===== config.mk =====
export PLATFORM = sky130hd
export DESIGN_NAME = heading_pd_with_setpoint_ramp_top
export DESIGN_NICKNAME = d
export VERILOG_FILES = /design/src/hw/rtl/hpr_pkg.sv /design/src/hw/rtl/heading_pd_with_setpoint_ramp_top.sv
export VERILOG_INCLUDE_DIRS = /design/src /design/src/hw/rtl
export SDC_FILE = /design/constraint.sdc
export NUM_CORES = 2
export LEC_CHECK = 0
export BUFFER_PORTS_ARGS = -buffer_cell sky130_fd_sc_hd__buf_4
export CORE_MARGIN = 3
export CORE_UTILIZATION = 40
export CTS_BUF_LIST = sky130_fd_sc_hd__clkbuf_4
export DETAILED_ROUTE_END_ITERATION = 10
export PLACE_DENSITY = 0.61
export SKIP_LAST_GASP = 1
export SLEW_MARGIN = 20
export SYNTH_ARGS = -nofsm -noshare
export SYNTH_HDL_FRONTEND = slang
export SYNTH_SLANG_ARGS = --single-unit
export TNS_END_PERCENT = 20

===== constraint.sdc =====
create_clock -name clk -period 12.5 [get_ports clk]
set_clock_uncertainty 0.1 [all_clocks]
set_input_delay 1.25 -clock clk [delete_from_list [all_inputs] [get_ports clk]]
set_output_delay 1.25 -clock clk [all_outputs]
set_load 0.005 [all_outputs]

===== src/hw/rtl/heading_pd_with_setpoint_ramp_top_macros.svh =====
// ----------------------------------------------------------------------------
// Assertion macros for the heading PD controller
// Shared concurrent assertion forms, clocked on clk and held off during reset.
// ----------------------------------------------------------------------------
`ifndef HEADING_PD_WITH_SETPOINT_RAMP_TOP_MACROS_SVH
`define HEADING_PD_WITH_SETPOINT_RAMP_TOP_MACROS_SVH

// The antecedent implies the consequent in the same cycle.
`define HPR_ASSERT_SAME(label, ante, cons, msg) \
    label: assert property (@(posedge clk) disable iff (!rst_n) (ante) |-> (cons)) \
        else $error(msg);

// The antecedent implies the consequent in the next cycle.
`define HPR_ASSERT_NEXT(label, ante, cons, msg) \
    label: assert property (@(posedge clk) disable iff (!rst_n) (ante) |=> (cons)) \
        else $error(msg);

`endif


===== src/hw/rtl/hpr_pkg.sv =====
// ----------------------------------------------------------------------------
// hpr_pkg
// Types, constants and angle helpers for the heading PD controller.
// ----------------------------------------------------------------------------
package hpr_pkg;

    // Angles are in 1/64 degree.
    localparam logic signed [17:0] HALF_TURN = 18'sd11520;
    localparam logic signed [17:0] FULL_TURN = 18'sd23040;
    localparam int unsigned        PD_SHIFT  = 7;

    localparam int unsigned CFG_IDX_W  = 3;
    localparam int unsigned CFG_DATA_W = 16;

    typedef enum logic [CFG_IDX_W-1:0] {
        IDX_FINAL_HEADING = 3'd0,
        IDX_PROP_GAIN     = 3'd1,
        IDX_DERIV_GAIN    = 3'd2,
        IDX_MAX_STEP      = 3'd3,
        IDX_OUTPUT_LIMIT  = 3'd4,
        IDX_DEADBAND      = 3'd5
    } cfg_idx_t;

    // Wraps an angle into [-180, +180] degrees. Every caller stays within
    // one full turn of that range, so a single correction is enough.
    function automatic logic signed [14:0] wrap_angle(input logic signed [17:0] v);
        logic signed [17:0] t;
        t = v;
        if (v > HALF_TURN)
        begin
            t = v - FULL_TURN;
        end
        else if (v < -HALF_TURN)
        begin
            t = v + FULL_TURN;
        end
        return t[14:0];
    endfunction

endpackage


===== src/hw/rtl/heading_pd_with_setpoint_ramp_top.sv =====
// ----------------------------------------------------------------------------
// heading_pd_with_setpoint_ramp_top
// Heading PD controller with a rate-limited, shortest-path setpoint ramp.
// ----------------------------------------------------------------------------
// Usage:
//   Each input word on the in_* channel is one control tick carrying the
//   measured heading. The block ramps its kept setpoint toward the final
//   heading register, forms the wrapped error and a PD rate command clamped
//   to +-output_limit, zero in the deadband, and returns one result word per
//   input word on the out_* channel: rate_command, arrived and ramped_heading.
//   A word is taken on a rising edge with valid high and stall low.
//   Configuration words arrive on the cfg_* channel, which is always ready;
//   write only while no tick is in flight. Unknown indexes are ignored.
//   The datapath is a four-register pipeline (input register, ramp and error,
//   the two gain multipliers, sum with shift and clamp into the output
//   register), so one word is accepted every cycle while the receiver
//   keeps up.
//   When out_stall holds the result, earlier stages keep filling; in_stall
//   rises only once all four stages hold words.
//   Reset loads the documented register defaults and clears the setpoint,
//   the previous error and all stage valid flags.
// ----------------------------------------------------------------------------
module heading_pd_with_setpoint_ramp_top (
    input  logic                             clk,
    input  logic                             rst_n,
    // Input channel
    input  logic                             in_valid,
    output logic                             in_stall,
    input  logic signed [14:0]               measured_heading,
    // Output channel
    output logic                             out_valid,
    input  logic                             out_stall,
    output logic signed [15:0]               rate_command,
    output logic                             arrived,
    output logic signed [14:0]               ramped_heading,
    // Configuration channel
    input  logic                             cfg_valid,
    output logic                             cfg_ready,
    input  logic [hpr_pkg::CFG_IDX_W-1:0]    cfg_index,
    input  logic [hpr_pkg::CFG_DATA_W-1:0]   cfg_data
);
    import hpr_pkg::*;

    // Configuration registers.
    logic signed [15:0] final_heading_reg;
    logic        [15:0] prop_gain_reg;
    logic        [15:0] deriv_gain_reg;
    logic        [13:0] max_step_reg;
    logic        [14:0] output_limit_reg;
    logic        [13:0] deadband_reg;

    // Controller state.
    logic signed [14:0] setpoint_reg;
    logic signed [14:0] prev_err_reg;

    // Stage valid flags.
    logic s0_valid_reg;
    logic s1_valid_reg;
    logic s2_valid_reg;
    logic out_valid_reg;

    // Stage payloads.
    logic signed [14:0] meas_reg;
    logic signed [14:0] s1_err_reg;
    logic signed [15:0] s1_derr_reg;
    logic signed [14:0] s1_sp_reg;
    logic               s1_arrived_reg;
    logic signed [31:0] s2_pprod_reg;
    logic signed [32:0] s2_dprod_reg;
    logic signed [14:0] s2_sp_reg;
    logic               s2_arrived_reg;
    logic signed [15:0] cmd_reg;
    logic               arrived_reg;
    logic signed [14:0] ramp_reg;

    // Pipeline flow control: a stage may load when it is empty or when its
    // content moves on in the same cycle.
    logic out_free;
    logic s2_free;
    logic s1_free;
    logic s0_free;

    assign out_free = !out_valid_reg || !out_stall;
    assign s2_free  = !s2_valid_reg || out_free;
    assign s1_free  = !s1_valid_reg || s2_free;
    assign s0_free  = !s0_valid_reg || s1_free;

    assign in_stall  = !s0_free;
    assign cfg_ready = 1'b1;

    // ------------------------------------------------------------------
    // Stage 1: setpoint ramp, wrapped error, error change and deadband.
    // ------------------------------------------------------------------
    logic signed [14:0] goal;
    logic signed [17:0] goal_w;
    logic signed [17:0] sp_w;
    logic signed [17:0] step_w;
    logic signed [17:0] sp_moved;
    logic signed [14:0] sp_next;
    logic signed [14:0] err_next;
    logic signed [15:0] derr_next;
    logic        [13:0] err_mag;
    logic               arrived_next;

    always_comb
    begin
        goal   = wrap_angle(18'(final_heading_reg));
        goal_w = 18'(goal);
        sp_w   = 18'(setpoint_reg);
        step_w = 18'(signed'({4'd0, max_step_reg}));

        // Move toward the goal the shorter way around; snap when close.
        if (sp_w < goal_w - step_w)
        begin
            if (goal_w - sp_w > HALF_TURN)
            begin
                sp_moved = sp_w - step_w;
            end
            else
            begin
                sp_moved = sp_w + step_w;
            end
        end
        else if (sp_w > goal_w + step_w)
        begin
            if (sp_w - goal_w > HALF_TURN)
            begin
                sp_moved = sp_w + step_w;
            end
            else
            begin
                sp_moved = sp_w - step_w;
            end
        end
        else
        begin
            sp_moved = goal_w;
        end
        sp_next = wrap_angle(sp_moved);

        err_next  = wrap_angle(18'(sp_next) - 18'(meas_reg));
        derr_next = 16'(err_next) - 16'(prev_err_reg);

        if (err_next < 0)
        begin
            err_mag = 14'(-err_next);
        end
        else
        begin
            err_mag = 14'(err_next);
        end
        arrived_next = err_mag < deadband_reg;
    end

    // ------------------------------------------------------------------
    // Stage 2: the two gain products.
    // ------------------------------------------------------------------
    logic signed [31:0] pprod_next;
    logic signed [32:0] dprod_next;

    always_comb
    begin
        pprod_next = signed'({1'b0, prop_gain_reg}) * s1_err_reg;
        dprod_next = signed'({1'b0, deriv_gain_reg}) * s1_derr_reg;
    end

    // ------------------------------------------------------------------
    // Stage 3: sum, floor shift, symmetric clamp and deadband override.
    // ------------------------------------------------------------------
    logic signed [33:0] pd_sum;
    logic signed [26:0] pd_shifted;
    logic signed [26:0] lim_pos;
    logic signed [26:0] lim_neg;
    logic signed [15:0] cmd_next;

    always_comb
    begin
        pd_sum     = 34'(s2_pprod_reg) + 34'(s2_dprod_reg);
        pd_shifted = 27'(pd_sum >>> PD_SHIFT);
        lim_pos    = 27'(signed'({1'b0, output_limit_reg}));
        lim_neg    = -lim_pos;
        if (s2_arrived_reg)
        begin
            cmd_next = '0;
        end
        else if (pd_shifted > lim_pos)
        begin
            cmd_next = lim_pos[15:0];
        end
        else if (pd_shifted < lim_neg)
        begin
            cmd_next = lim_neg[15:0];
        end
        else
        begin
            cmd_next = pd_shifted[15:0];
        end
    end

    // ------------------------------------------------------------------
    // Control registers.
    // ------------------------------------------------------------------
    always_ff @(posedge clk or negedge rst_n)
    begin
        if (!rst_n)
        begin
            final_heading_reg <= 16'sd0;
            prop_gain_reg     <= 16'd3932;
            deriv_gain_reg    <= 16'd6554;
            max_step_reg      <= 14'd640;
            output_limit_reg  <= 15'd29491;
            deadband_reg      <= 14'd64;
            setpoint_reg      <= '0;
            prev_err_reg      <= '0;
            s0_valid_reg      <= 1'b0;
            s1_valid_reg      <= 1'b0;
            s2_valid_reg      <= 1'b0;
            out_valid_reg     <= 1'b0;
        end
        else
        begin
            if (cfg_valid && cfg_ready)
            begin
                unique case (cfg_index)
                    IDX_FINAL_HEADING: final_heading_reg <= signed'(cfg_data);
                    IDX_PROP_GAIN:     prop_gain_reg     <= cfg_data;
                    IDX_DERIV_GAIN:    deriv_gain_reg    <= cfg_data;
                    IDX_MAX_STEP:      max_step_reg      <= cfg_data[13:0];
                    IDX_OUTPUT_LIMIT:  output_limit_reg  <= cfg_data[14:0];
                    IDX_DEADBAND:      deadband_reg      <= cfg_data[13:0];
                    default:           ;
                endcase
            end

            // The tick takes effect on the state as it enters stage 1.
            if (s0_valid_reg && s1_free)
            begin
                setpoint_reg <= sp_next;
                prev_err_reg <= err_next;
            end

            if (s0_free)
            begin
                s0_valid_reg <= in_valid;
            end
            if (s1_free)
            begin
                s1_valid_reg <= s0_valid_reg;
            end
            if (s2_free)
            begin
                s2_valid_reg <= s1_valid_reg;
            end
            if (out_free)
            begin
                out_valid_reg <= s2_valid_reg;
            end
        end
    end

    // ------------------------------------------------------------------
    // Payload registers.
    // ------------------------------------------------------------------
    always_ff @(posedge clk)
    begin
        if (s0_free)
        begin
            meas_reg <= measured_heading;
        end
        if (s1_free)
        begin
            s1_err_reg     <= err_next;
            s1_derr_reg    <= derr_next;
            s1_sp_reg      <= sp_next;
            s1_arrived_reg <= arrived_next;
        end
        if (s2_free)
        begin
            s2_pprod_reg   <= pprod_next;
            s2_dprod_reg   <= dprod_next;
            s2_sp_reg      <= s1_sp_reg;
            s2_arrived_reg <= s1_arrived_reg;
        end
        if (out_free)
        begin
            cmd_reg     <= cmd_next;
            arrived_reg <= s2_arrived_reg;
            ramp_reg    <= s2_sp_reg;
        end
    end

    assign out_valid      = out_valid_reg;
    assign rate_command   = cmd_reg;
    assign arrived        = arrived_reg;
    assign ramped_heading = ramp_reg;

    // ------------------------------------------------------------------
    // Assertions.
    // ------------------------------------------------------------------
    logic sp_in_range;
    logic err_in_range;
    logic out_arrived;
    logic cmd_is_zero;
    logic pipe_full;
    logic tick_moves;
    logic state_in_s1;

    assign sp_in_range  = (18'(setpoint_reg) <= HALF_TURN) && (18'(setpoint_reg) >= -HALF_TURN);
    assign err_in_range = (18'(prev_err_reg) <= HALF_TURN) && (18'(prev_err_reg) >= -HALF_TURN);
    assign out_arrived  = out_valid_reg && arrived_reg;
    assign cmd_is_zero  = (cmd_reg == 16'sd0);
    assign pipe_full    = s0_valid_reg && s1_valid_reg && s2_valid_reg && out_valid_reg
                          && out_stall;
    assign tick_moves   = s0_valid_reg && s1_free;
    assign state_in_s1  = (setpoint_reg == s1_sp_reg) && (prev_err_reg == s1_err_reg)
                          && s1_valid_reg;

`include "heading_pd_with_setpoint_ramp_top_macros.svh"

    `HPR_ASSERT_SAME(a_sp_range, 1'b1, sp_in_range, "setpoint left the half-turn range")
    `HPR_ASSERT_SAME(a_err_range, 1'b1, err_in_range, "kept error left the half-turn range")
    `HPR_ASSERT_SAME(a_arrived_zero, out_arrived, cmd_is_zero, "arrived word with a command")
    `HPR_ASSERT_SAME(a_stall_full, in_stall, pipe_full, "input stalled with a free stage")
    `HPR_ASSERT_NEXT(a_state_update, tick_moves, state_in_s1, "state and stage 1 disagree")

endmodule

# Word level (Yosys, flattened, before mapping)
# Index checks and enable logic that the tools add are counted.
[op_classes] multipliers=2 n_addsub=17 div=0 eq_ne=5 n_reduce_logical=19 n_mux=13 magnitude_cmp=14 shifts=0 bitwise=0
[op_table] cell="$mux 15" count=7
[op_table] cell="$sub 15x15->16" count=6
[op_table] cell="$mux 18" count=4
[op_table] cell="$gt 16x15->1 const B" count=4
[op_table] cell="$add 15x15->15 const B" count=3
[op_table] cell="$sub 15x15->15 const B" count=3
[op_table] cell="$add 32x33->34" count=1
[op_table] cell="$mul 17x16->33" count=1
[op_table] cell="$add 15x15->16" count=2
[op_table] cell="$lt 16x15->1 const B" count=2
[op_table] cell="$mul 17x15->32" count=1
[op_table] cell="$gt 27x16->1" count=1
[op_table] cell="$lt 27x27->1" count=1
[op_table] cell="$neg 15->27" count=1
[op_table] cell="$gt 18x15->1 const B" count=1
[op_table] cell="$lt 18x15->1 const B" count=1
[op_table] cell="$gt 15x16->1" count=1
[op_table] cell="$lt 15x16->1" count=1
[op_table] cell="$mux 16" count=1
[op_table] cell="$lt 15x1->1 const B" count=1
[op_table] cell="$lt 14x14->1" count=1
[op_table] cell="$mux 14" count=1
[op_table] cell="$neg 14->14" count=1
[op_table] cell="$reduce_and 2->1" count=6
[op_table] cell="8 further kinds" count=18
[totals] elab_cells=95 latch_bits=0 ram_bits=0 mem_count=0 mem_bits_ro=0 input_bits=39 regBits=300 out_inout_bits=35

# Logic depth before layout (Yosys ltp)
[depth] ltp_word=18 mapped_depth=61 depth_no_buf=59

# Least setup slack after synthesis
# OpenSTA, ideal clock, no wires.
[synth_timing] path_type="register to register" start="register final_heading_reg[0]" end="register s1_arrived_reg, data pin" path_stages_with_launch=60 t_arrival_ps=9906 path_buffers=3 slack_ps=2348 setup_ps=146 synth_period_minus_slack_ps=10152 t_required_ps=12254 cell_sequence="dfrtp_1 inv_1 ha_1 inv_1 fa_1 a21oi_1 nor2_1 nor2_1 o21ai_0 a21oi_1 o21ai_0 and2_1 o21ai_0 nand2b_1 a21oi_1 o21bai_1 a21oi_1 xnor2_1 [24 not listed] xnor2_1 a22oi_2 o22ai_1 clkbuf_1 o21ai_0 ha_1 a21o_1 a21oi_1 nor2b_1 o21ai_0 nand2b_1 a21oi_1 o21ai_0 a21oi_1 nor2b_1 o21ai_0 nand2b_1 a21oi_1"
[synth_between] elab_chain_cells=18 elab_cells_between_ends=35 classes_between="add/sub: 12; order compare: 12; mux: 11"
[synth_lines] element="start, declared" line_no="heading_pd_with_setpoint_ramp_top.sv:45" rtl="logic signed [15:0] final_heading_reg;"
[synth_lines] element="start signal, assigned" line_no="heading_pd_with_setpoint_ramp_top.sv:225" rtl="IDX_FINAL_HEADING: final_heading_reg <= signed'(cfg_data);"
[synth_lines] element="$add 15x15->15 / $lt 16x15->1 (equally long branches)" line_no="hpr_pkg.sv:35, hpr_pkg.sv:33"
[synth_lines] element="$mux 15" line_no="hpr_pkg.sv:33" rtl="else if (v < -HALF_TURN)"
[synth_lines] element="$mux 15 (*)" line_no="hpr_pkg.sv:29" rtl="if (v > HALF_TURN)"
[synth_lines] element="$sub 15x15->16" line_no="heading_pd_with_setpoint_ramp_top.sv:126" rtl="if (sp_w - goal_w > HALF_TURN)"
[synth_lines] element="$gt 16x15->1" line_no="heading_pd_with_setpoint_ramp_top.sv:126"
[synth_lines] element="$mux 18" line_no="heading_pd_with_setpoint_ramp_top.sv:126"
[synth_lines] element="$mux 18" line_no="heading_pd_with_setpoint_ramp_top.sv:124" rtl="else if (sp_w > goal_w + step_w)"
[synth_lines] element="$mux 18 (*)" line_no="heading_pd_with_setpoint_ramp_top.sv:113" rtl="if (sp_w < goal_w - step_w)"
[synth_lines] element="[3 not listed]"
[synth_lines] element="net sp_next[9]" line_no="heading_pd_with_setpoint_ramp_top.sv:99" rtl="logic signed [14:0] sp_next;"
[synth_lines] element="[1 not listed]"
[synth_lines] element="$add 15x15->15 / $lt 16x15->1 (equally long branches)" line_no="hpr_pkg.sv:35, hpr_pkg.sv:33"
[synth_lines] element="$mux 15" line_no="hpr_pkg.sv:33"
[synth_lines] element="$mux 15 (*)" line_no="hpr_pkg.sv:29"
[synth_lines] element="net err_next[14]" line_no="heading_pd_with_setpoint_ramp_top.sv:100" rtl="logic signed [14:0] err_next;"
[synth_lines] element="$lt 15x1->1 (*)" line_no="heading_pd_with_setpoint_ramp_top.sv:144" rtl="if (err_next < 0)"
[synth_lines] element="$mux 14 (*)" line_no="heading_pd_with_setpoint_ramp_top.sv:144"
[synth_lines] element="$lt 14x14->1 (*)" line_no="heading_pd_with_setpoint_ramp_top.sv:152" rtl="arrived_next = err_mag < deadband_reg;"
[synth_lines] element="net arrived_next" line_no="heading_pd_with_setpoint_ramp_top.sv:103" rtl="logic arrived_next;"
[synth_lines] element="end signal, assigned" line_no="heading_pd_with_setpoint_ramp_top.sv:275" rtl="s1_arrived_reg <= arrived_next;"
[synth_lines] element="end, declared" line_no="heading_pd_with_setpoint_ramp_top.sv:67" rtl="logic s1_arrived_reg;"
# The timed path passes the listed nets; every way through them passes the cells marked *.
# A chain may end at the register's enable or synchronous reset.

# Final worst setup path
[layout_timing] start="register final_heading_reg[8]" end="register s1_arrived_reg, data pin"
[layout_between] elab_chain_cells=18 elab_cells_between_ends=35 classes_between="add/sub: 12; order compare: 12; mux: 11"
[layout_lines] element="$add 15x15->15 / $lt 16x15->1 (equally long branches)" line_no="hpr_pkg.sv:35, hpr_pkg.sv:33"
[layout_lines] element="$mux 15" line_no="hpr_pkg.sv:33"
[layout_lines] element="$mux 15 (*)" line_no="hpr_pkg.sv:29"
[layout_lines] element="$sub 15x15->16" line_no="heading_pd_with_setpoint_ramp_top.sv:126"
[layout_lines] element="$gt 16x15->1" line_no="heading_pd_with_setpoint_ramp_top.sv:126"
[layout_lines] element="$mux 18" line_no="heading_pd_with_setpoint_ramp_top.sv:126"
[layout_lines] element="$mux 18" line_no="heading_pd_with_setpoint_ramp_top.sv:124"
[layout_lines] element="$mux 18 (*)" line_no="heading_pd_with_setpoint_ramp_top.sv:113"
[layout_lines] element="[3 not listed]"
[layout_lines] element="net sp_next[9]" line_no="heading_pd_with_setpoint_ramp_top.sv:99"
[layout_lines] element="$sub 15x15->16 (*)" line_no="heading_pd_with_setpoint_ramp_top.sv:141" rtl="err_next = wrap_angle(18'(sp_next) - 18'(meas_reg));"
[layout_lines] element="$add 15x15->15 / $lt 16x15->1 (equally long branches)" line_no="hpr_pkg.sv:35, hpr_pkg.sv:33"
[layout_lines] element="$mux 15" line_no="hpr_pkg.sv:33"
[layout_lines] element="$mux 15 (*)" line_no="hpr_pkg.sv:29"
[layout_lines] element="$neg 14->14 / $lt 15x1->1 (equally long branches)" line_no="heading_pd_with_setpoint_ramp_top.sv:146, heading_pd_with_setpoint_ramp_top.sv:144"
[layout_lines] element="$mux 14 (*)" line_no="heading_pd_with_setpoint_ramp_top.sv:144"
[layout_lines] element="$lt 14x14->1 (*)" line_no="heading_pd_with_setpoint_ramp_top.sv:152"
[layout_lines] element="net arrived_next" line_no="heading_pd_with_setpoint_ramp_top.sv:103"
# Marks and branches as above.

==> results by group <==
STA
  • Final Hold Viols: 0
  • Worst-Margin Slew: 1.060 ns
  • RSZ-0062 raised after global routing: false
  • Final setup fails: 0
  • Setup TNS: 0 ns
  • Hold WS: 0.2719 ns
  • Fin crit share: 92.22%
  • Rel. slew slack: 29.35%
  • Final Max Tran Viols: 0
  • Period minus WS final: 11.53 ns
  • Fmax: 86.75 MHz

Critical path
  • Critical-path maximum fanout: 17
  • Critical path capture point type: register
  • Slowest cell on the critical path: dfrtp_1
  • CP Class: reg2reg
  • Crit-path max cell delay: 0.53 ns
  • Startpoint Class: register
  • WP data required: 13.14 ns
  • CP bufs+invs: 3
  • Most Frequent Cell on Critical Path: a21oi_1
  • Worst path top cell family by delay: compound AO/OA/AOI/OAI gates
  • Crit path DAT: 12.17 ns

Drt
  • Detailed Routing Iterations Pass 1: 6
  • Via count: 28300
  • Post-Route WL: 102800 microns
  • Remaining DRCs: 0
  • Wire length per cell: 19.31 microns
  • Antenna-violating nets left: 0
  • Vias per cell: 5.317
  • Starting DRT DRC Count: 1821

Floorplan
  • Chip width: 311.4 microns
  • Die area: 96980 sq um
  • Chip height: 311.4 microns
  • Num ports: 74
  • Initial Util: 40.52%
  • Core footprint: 92080 sq um
  • # rows: 111

Global routing
  • Initial antenna violation count: 7
  • Grt met3 use: 3.491%
  • Gr usage total: 21.34%
  • Grt ovf: 0
  • First-pass GRT wire length: 163400 microns
  • GRT busiest layer: met2
  • Met2 usage: 34.88%
  • Vias in the first global route: 28760
  • Largest net degree at the start of global routing: 88
  • GRT met1 Usage: 28.99%

CTS
  • CTS HTree Levels: 3
  • Reg clk slew, reported paths: 0.07 ns
  • CTS Sinks: 300
  • Num CTS Buffers: 83
  • Root buffer cell: clkbuf_4
  • Worst skew pair latency: 0.90 ns
  • Setup repair bufs after CTS: 0
  • CTS tree: done
  • CTS Buffer Depth: 3

Synth
  • Cell variety after synth: 108
  • Syn nets: 4842
  • Avg Cell Area, Syn: 9.460 sq um
  • Top cell type by total area after synthesis: fa_1
  • Yosys top cell area share: 20.50%
  • Synth async-reset ratio: 41.67%
  • Ys Warns: 0
  • Post-synthesis sequential area ratio: 22.56%
  • Syn Inst Count: 3944
  • Mapped cell area: 37310 sq um
  • Top cells by area, synth: fa_1 20%, ha_1 16%, edfxtp_1 14%, dfrtp_1 6.6%, inv_1 6.0%
  • Number of enable flip-flop cells after synthesis: 175
  • Main flop type after synthesis: edfxtp_1
  • Synthesized flop and latch total: 300

Min path
  • Hold Crit Class: reg2reg

Final layout
  • Net count, final: 4904
  • Area grow syn2layout: 7.964%
  • Share of layout cells above drive strength 1: 9.615%
  • Largest register FFs: 33

Run
  • Max-cap violations: 0

Placed design
  • Final Wtd Congestion: 0.9580
  • DP HPWL: 79920 microns
  • Port Buffers: 72

Run status
  • Status: finished, final reports clean
Yosys cell counts (28+ instances only):
master and instances:
o21a_1 28, dfrtp_1 98, fa_1 382, edfxtp_1 175, nor3_1 50, nand3_1 54
xor2_1 47, o21bai_1 29, ha_1 477, and2_1 197, nand2b_1 63, nand2_1 430
nor2b_1 45, xnor2_1 136, a21oi_1 173, nor2_1 148, mux2_2 68, o21ai_0 152
a21o_1 54, inv_1 600, clkbuf_1 113
worst paths after layout:
kind                                       from              endpoint  slack, ns  cells past startpoint
min                                s2_sp_reg[4]     ramped_heading[4]       0.27                      0
max in group asynchronous                 rst_n  output_limit_reg[11]      10.68                      2
max                        final_heading_reg[8]        s1_arrived_reg       0.97                     53
min in group asynchronous                 rst_n       setpoint_reg[2]       0.36                      1
min reg2reg                        s2_sp_reg[4]     ramped_heading[4]       0.27                      0
max reg2reg                final_heading_reg[8]        s1_arrived_reg       0.97                     53
kinds of logic after synthesis:
| family | count (synthesis) | synth area share, % |
|---|---|---|
| buf+inv | 728 | 7.428 |
| compound gates | 671 | 11.97 |
| xor+xnor | 183 | 4.296 |
| fa+ha+maj | 860 | 36.52 |
| other cells | 1 | 0.01005 |
| flops | 300 | 22.56 |
| mux | 86 | 2.538 |
| simple gates | 1115 | 14.68 |
routing by layer:
layer	part of all wire [%]	wire length, microns
met4	2.9	3009
met5	0	0
met1	45	46120
met3	5.7	5836
met2	47	47780
worst register-to-register path, delay by kind of cell (launching register included):
kind | cells | cell delay, ns
buf+inv | 3 | 0.62
simple gates | 12 | 1.69
xor+xnor | 4 | 1.18
flops | 1 | 0.53
fa+ha+maj | 4 | 1.20
compound gates | 30 | 6.01
timing repair:
action,CTS,global route
endpoints found under the setup margin,0,2
gates resized for setup,0,3
hold buffers,0,0
cell type report:
| class | instances | area [sq um] |
|---|---|---|
| Multi-Input combinational cell | 2916 | 26170 |
| Clock buffer | 117 | 878.3 |
| Fill cell | 9009 | 51800 |
| Clock inverter | 39 | 225.2 |
| Antenna cell | 2 | 5.005 |
| Timing Repair Buffer | 103 | 777.0 |
| Inverter | 602 | 2261 |
| Tap cell | 1243 | 1555 |
| Sequential cell | 300 | 8417 |
through the flow:
| stage | instances | area [sq um] | worst slack, ns | util, % |
|---|---|---|---|---|
| final | 5322 | 40280 | 0.9724 | 43.75 |
| after global routing | 5321 | 40280 | 0.06093 | 43.75 |
| after CTS | 5320 | 40270 | 1.099 | 43.74 |
| after detailed placement | 5164 | 39170 | 1.139 | 42.54 |
| after global placement | 5164 | 39170 | 1.316 | 42.54 |
| after floorplan | 3944 | 37310 | 2.348 | - |
layout by cell type (no fill, tap or decap), types with 102 or more instances in the layout:
cell type / synthesis / routed
nor2_1: 148 / 146
a21oi_1: 173 / 173
inv_1: 600 / 599
and2_1: 197 / 197
buf_4: 2 / 102
fa_1: 382 / 382
clkbuf_4: 0 / 117
xnor2_1: 136 / 136
nand2_1: 430 / 428
ha_1: 477 / 477
o21ai_0: 152 / 152
edfxtp_1: 175 / 175
Power is left out: the tool's default activity adds up to more than one toggle a clock period on the data nets, which glitch-free logic cannot reach.
